`config.mk`:
```
export PLATFORM = sky130hd
export DESIGN_NAME = mahc_ctrl
export DESIGN_NICKNAME = d
export VERILOG_FILES = /design/src/rtl/core/mahc_pkg.sv /design/src/rtl/core/mahc_ctrl.sv
export SDC_FILE = /design/constraint.sdc
export NUM_CORES = 1
export LEC_CHECK = 0
export ABC_AREA = 1
export ABC_CLOCK_PERIOD_IN_PS = 1050
export BUFFER_PORTS_ARGS = -buffer_cell sky130_fd_sc_hd__buf_4
export CAP_MARGIN = 20
export CELL_PAD_IN_SITES_DETAIL_PLACEMENT = 1
export CELL_PAD_IN_SITES_GLOBAL_PLACEMENT = 1
export CORE_AREA = 8 8 45 47
export DETAILED_ROUTE_END_ITERATION = 6
export DIE_AREA = 0 0 53 55
export PLACE_DENSITY = 0.59
export SETUP_SLACK_MARGIN = 0.2
export SYNTH_ARGS = -nofsm -noshare
export SYNTH_HDL_FRONTEND = slang
export SYNTH_SLANG_ARGS = --single-unit
```
`constraint.sdc`:
```
create_clock -name clk -period 1.05 [get_ports clk]
set_input_delay 0.1575 -clock clk [delete_from_list [all_inputs] [get_ports clk]]
set_output_delay 0.1575 -clock clk [all_outputs]
set_load 0.03 [all_outputs]
```
`src/rtl/core/mahc_pkg.sv`:
```
`timescale 1ns / 1ps
package mahc_pkg;

    localparam int ADDR_W    = 22;
    localparam int MASK_W    = 16;
    localparam int OUT_W     = 32;
    localparam int CFG_IDX_W = 1;

    localparam logic [MASK_W-1:0] MASK_RESET = 16'hFFFF;

    // configuration register indexes
    localparam logic [CFG_IDX_W-1:0] REG_RAM_MASK = 1'b0;
    localparam logic [CFG_IDX_W-1:0] REG_ROM_MASK = 1'b1;

    // operations
    localparam logic [1:0] FUNC_HIT   = 2'd0;
    localparam logic [1:0] FUNC_QUERY = 2'd1;
    localparam logic [1:0] FUNC_CLEAR = 2'd2;

    // banks
    localparam logic [1:0] BANK_RAM = 2'd0;
    localparam logic [1:0] BANK_ROM = 2'd1;

    // access kinds
    localparam logic [1:0] KIND_READ   = 2'd0;
    localparam logic [1:0] KIND_WRITE  = 2'd1;
    localparam logic [1:0] KIND_EXEC   = 2'd2;
    localparam logic [1:0] KIND_IGNORE = 2'd3;

    typedef struct packed {
        logic [1:0]        func;
        logic [1:0]        bank_sel;
        logic [ADDR_W-1:0] phys_addr;
        logic [1:0]        kind;
    } in_item_t;

    typedef struct packed {
        logic [OUT_W-1:0] read_count;
        logic [OUT_W-1:0] write_count;
        logic [OUT_W-1:0] exec_count;
        logic             cell_valid;
    } out_item_t;

    // controller to datapath
    typedef struct packed {
        logic load_item;
        logic lookup;
        logic update;
        logic sweep;
    } cmd_t;

    // datapath to controller
    typedef struct packed {
        logic is_hit;
        logic is_query;
        logic is_clear;
        logic sweep_last;
        logic out_busy;
    } sts_t;

endpackage

```
`src/rtl/core/mahc_ctrl.sv`:
```
`timescale 1ns / 1ps
module mahc_ctrl (
    input  logic           clk,
    input  logic           rst_n,
    input  logic           in_valid,
    output logic           in_stall,
    input  mahc_pkg::sts_t sts,
    output mahc_pkg::cmd_t cmd
);

    localparam logic [1:0] ST_SWEEP  = 2'd0;
    localparam logic [1:0] ST_IDLE   = 2'd1;
    localparam logic [1:0] ST_LOOKUP = 2'd2;
    localparam logic [1:0] ST_UPDATE = 2'd3;

    logic [1:0] state_reg, state_next;

    always_comb
    begin
        state_next = state_reg;
        cmd        = '0;
        unique case (state_reg)
            ST_SWEEP:
            begin
                cmd.sweep = 1'b1;
                if (sts.sweep_last)
                begin
                    state_next = ST_IDLE;
                end
            end
            ST_IDLE:
            begin
                if (in_valid)
                begin
                    cmd.load_item = 1'b1;
                    state_next    = ST_LOOKUP;
                end
            end
            ST_LOOKUP:
            begin
                cmd.lookup = 1'b1;
                if (sts.is_clear)
                begin
                    state_next = ST_SWEEP;
                end
                else if (sts.is_hit || sts.is_query)
                begin
                    state_next = ST_UPDATE;
                end
                else
                begin
                    state_next = ST_IDLE;
                end
            end
            ST_UPDATE:
            begin
                // hold a query until the output register frees up
                if (!(sts.is_query && sts.out_busy))
                begin
                    cmd.update = 1'b1;
                    state_next = ST_IDLE;
                end
            end
            default:
            begin
                state_next = ST_IDLE;
            end
        endcase
    end

    always_ff @(posedge clk or negedge rst_n)
    begin
        if (!rst_n)
        begin
            state_reg <= ST_SWEEP;
        end
        else
        begin
            state_reg <= state_next;
        end
    end

    assign in_stall = state_reg != ST_IDLE;

endmodule

```
==> metrics <==
run status finished, violations left; violations in the final reports negative setup slack; Mapped Area 236 um^2; final antenna-violating net count 0; Post-Synth XOR/XNOR Area 0; number of antenna violations at the first check in global routing 0; Critical Path End Type primary output; fmax 796 MHz; total core area 1380 um^2; Max-cap violations 0; number of unique standard cell types used by synthesis 11; clock group share of total power 0.133; leading area contributor after synthesis sky130_fd_sc_hd__dfrtp_1; count of buffering cells on the critical path with inverters included 3; CTS max path bufs 2; first-pass GRT wire length 1.15 mm; length of the first detailed-routing pass in iterations 2; final slew viol count 0; Root Buffer Master sky130_fd_sc_hd__clkbuf_4; post-detailed-placement cell area 388 um^2; launch instance of the worst register-to-register path state_reg[0]; routability cong. 0.668; Reg-to-Reg End state_reg[0]; floorplan die width 53 um; shortest clock period the worst path allows after layout 1260 ps; Routed WL per cell 9.72 um; Worst path top cell family by delay flip-flops; pin count of the biggest net entering global routing 5; number of vias in the routed layout 272; sequential cell area fraction in the yosys report 0.212; worst setup margin -206 ps; worst setup path startpoint state_reg[1]; final cell utilization of the core 0.359; CTS tree built; global router's overall resource usage 0.0541; count of input and output buffers 12; cell count after synthesis 35; switching share of power 0.468; clock transition at the register clock pins on the worst setup and hold paths after CTS 30 ps; growth of design area from synthesis to finish 110%; number of placement rows 14; full die area 2920 um^2; power density cells 2520 nW/um^2; cell at the slowest stage of the critical path sky130_fd_sc_hd__dfrtp_2; worst min-delay path class input port to async pin; net switching power 0.000587 W; endpoint required time on the critical path 890 ps; arrival time at the worst endpoint 1100 ps; Starting Density 0.171; synth warn 0; crit path cell chain inv_2 > buf_4 > ha_4 > buf_6; post-synthesis simple-gate area fraction 0.339; Crit Path Class flop to primary output; DRC 0; Final HPWL DP 540 um; Clk Latency, worst-skew pair 220 ps; Area contributors post-synth sky130_fd_sc_hd__dfrtp_1, sky130_fd_sc_hd__ha_1, sky130_fd_sc_hd__inv_1; Post-Syn Nets 47; worst slew pin tran 163 ps; peak ir drop on the vdd network 0.828 mV; share of cell area taken by muxes after synthesis 0; P_int 0.000667 W; GRT Residual Overflow 0; y dimension of the die 55 um; cts bufs inserted 3; Initial DRC Count 1; leakage dissipation 0.255 nW; number of hold violations in the final report 0; final setup violation count 7; sequential group share of total power 0.150; Period Utilization, post-route 1.20; Post-Route Skew 0.837 ps; Post-Synth Adder-Cell Area 0.212; ANT cells 0; largest family of logic cells by synthesized area simple AND/OR/NAND/NOR gates; R2R cell count 6; critical path launch point type flop; number of H-tree branching levels 1; flip-flop count of the largest register after layout 2; number of clock sinks 2; area share of the largest cell type after synthesis 0.212; wirelength, routed 690 um; reg-to-reg slack, setup -150 ps; Combinational Power Share 0.717; post-detailed-route via-to-cell ratio 3.83; fraction of layout cells with a size suffix above 1 0.673; setup repair after global routing missed its margin yes; maximum cell stage delay along the critical path 400 ps; largest fanout on the critical path 3; post-layout net count 69; via count of the first global-routing pass 281; fraction of the mapped netlist area in compound gates 0.0635; post-route cell area 497 um^2; Top Ports 13; Relative slew margins 0.891; Avg Cell Area, Syn 6.76 um^2; flip-flop and latch count after synthesis 2
## cell usage after synthesis
| cell | n |
|---|---|
| sky130_fd_sc_hd__nand3_1 | 1 |
| sky130_fd_sc_hd__dfrtp_1 | 2 |
| sky130_fd_sc_hd__ha_1 | 4 |
| sky130_fd_sc_hd__o21ai_1 | 1 |
| sky130_fd_sc_hd__nand3_2 | 2 |
| sky130_fd_sc_hd__nand2_2 | 1 |
| sky130_fd_sc_hd__inv_1 | 11 |
| sky130_fd_sc_hd__a21oi_1 | 2 |
| sky130_fd_sc_hd__nor2_1 | 1 |
| sky130_fd_sc_hd__nand2_1 | 9 |
| sky130_fd_sc_hd__nor2_4 | 1 |
## power by group through the flow
stage          clock network, W  logic (W)  registers, W
6_report               0.000167   0.000899      0.000188
3_3_place_gp                  0   0.000724      0.000165
2_1_floorplan                 0   0.000554      0.000151
3_5_place_dp                  0   0.000726      0.000167
4_1_cts                0.000182   0.000916      0.000190
5_1_grt                0.000184   0.000995      0.000197
## placed cells by master, fill, tap and decap left out
cell type,n
sky130_fd_sc_hd__buf_4,11
sky130_fd_sc_hd__o21ai_1,1
sky130_fd_sc_hd__nand2_1,8
sky130_fd_sc_hd__dfrtp_2,2
sky130_fd_sc_hd__nor2_4,1
sky130_fd_sc_hd__inv_4,1
sky130_fd_sc_hd__nand2_2,2
sky130_fd_sc_hd__a21oi_4,1
sky130_fd_sc_hd__inv_2,5
sky130_fd_sc_hd__nor2_1,1
sky130_fd_sc_hd__dlygate4sd3_1,1
sky130_fd_sc_hd__nand3_1,1
sky130_fd_sc_hd__a21oi_1,1
sky130_fd_sc_hd__inv_1,5
sky130_fd_sc_hd__nand3_2,2
sky130_fd_sc_hd__ha_4,4
sky130_fd_sc_hd__buf_6,5
sky130_fd_sc_hd__clkbuf_4,3
## layer usage
| layer | vias up | global-route usage | share of wire |
|---|---|---|---|
| met5 | - | 0 | 0 |
| met4 | 0 | 0.0517 | 0 |
| met3 | 0 | 0.0134 | 0.12 |
| met2 | 10 | 0.0957 | 0.50 |
| met1 | 119 | 0.0502 | 0.38 |
| li1 | 143 | - | - |
## through the flow
step                std cells  power (W)  hold slack (ps)  setup TNS, ps  setup WS (ps)
floorplan                  35   0.000706             -138           -127          -55.7
global placement           63   0.000889            -59.5           -492           -122
detailed placement         63   0.000892            -59.6           -537           -135
CTS                        71    0.00129              244          -1380           -226
global route               71    0.00138              255          -1670           -250
finish                     71    0.00125              249          -1260           -206
## logic make-up after synthesis
logic type | after synthesis
compound gates | 3
fa+ha+maj | 4
buf+inv | 11
flops | 2
simple gates | 15
## how the worst max path moves through the flow
stage / cells past startpoint / slack (ps) / to
5_1_grt: 5 / -250 / cmd[3]
3_3_place_gp: 5 / -120 / cmd[3]
3_5_place_dp: 5 / -130 / cmd[3]
2_1_floorplan: 5 / -60 / state_reg[0]
6_report: 4 / -210 / cmd[0]
4_1_cts: 4 / -230 / cmd[0]
## cell type report
| class | instances | area (um^2) |
|---|---|---|
| fill | 172 | 887 |
| multi-input combinational | 22 | 209 |
| timing repair buffer | 17 | 149 |
| sequential | 2 | 52.6 |
| inverter | 11 | 43.8 |
| clock buffer | 3 | 22.5 |
| tap | 16 | 20.0 |
## worst register-to-register path: cells and delay by family, from the launching register on
family	cells	cell delay (ps)
compound gates	1	60
fa+ha+maj	1	200
buf+inv	1	130
flops	1	450
simple gates	3	240
## repair_timing
| action | 4_1_cts | 5_1_grt |
|---|---|---|
| endpoints found under the hold margin | 2 | 0 |
| resized for setup | 12 | 0 |
| hold buffers | 1 | 0 |
| buffers inserted | 4 | 0 |
| pin swaps | 1 | 1 |
| setup endpoints to repair | 7 | 7 |
No activity file was read; power rests on OpenSTA's default activity.
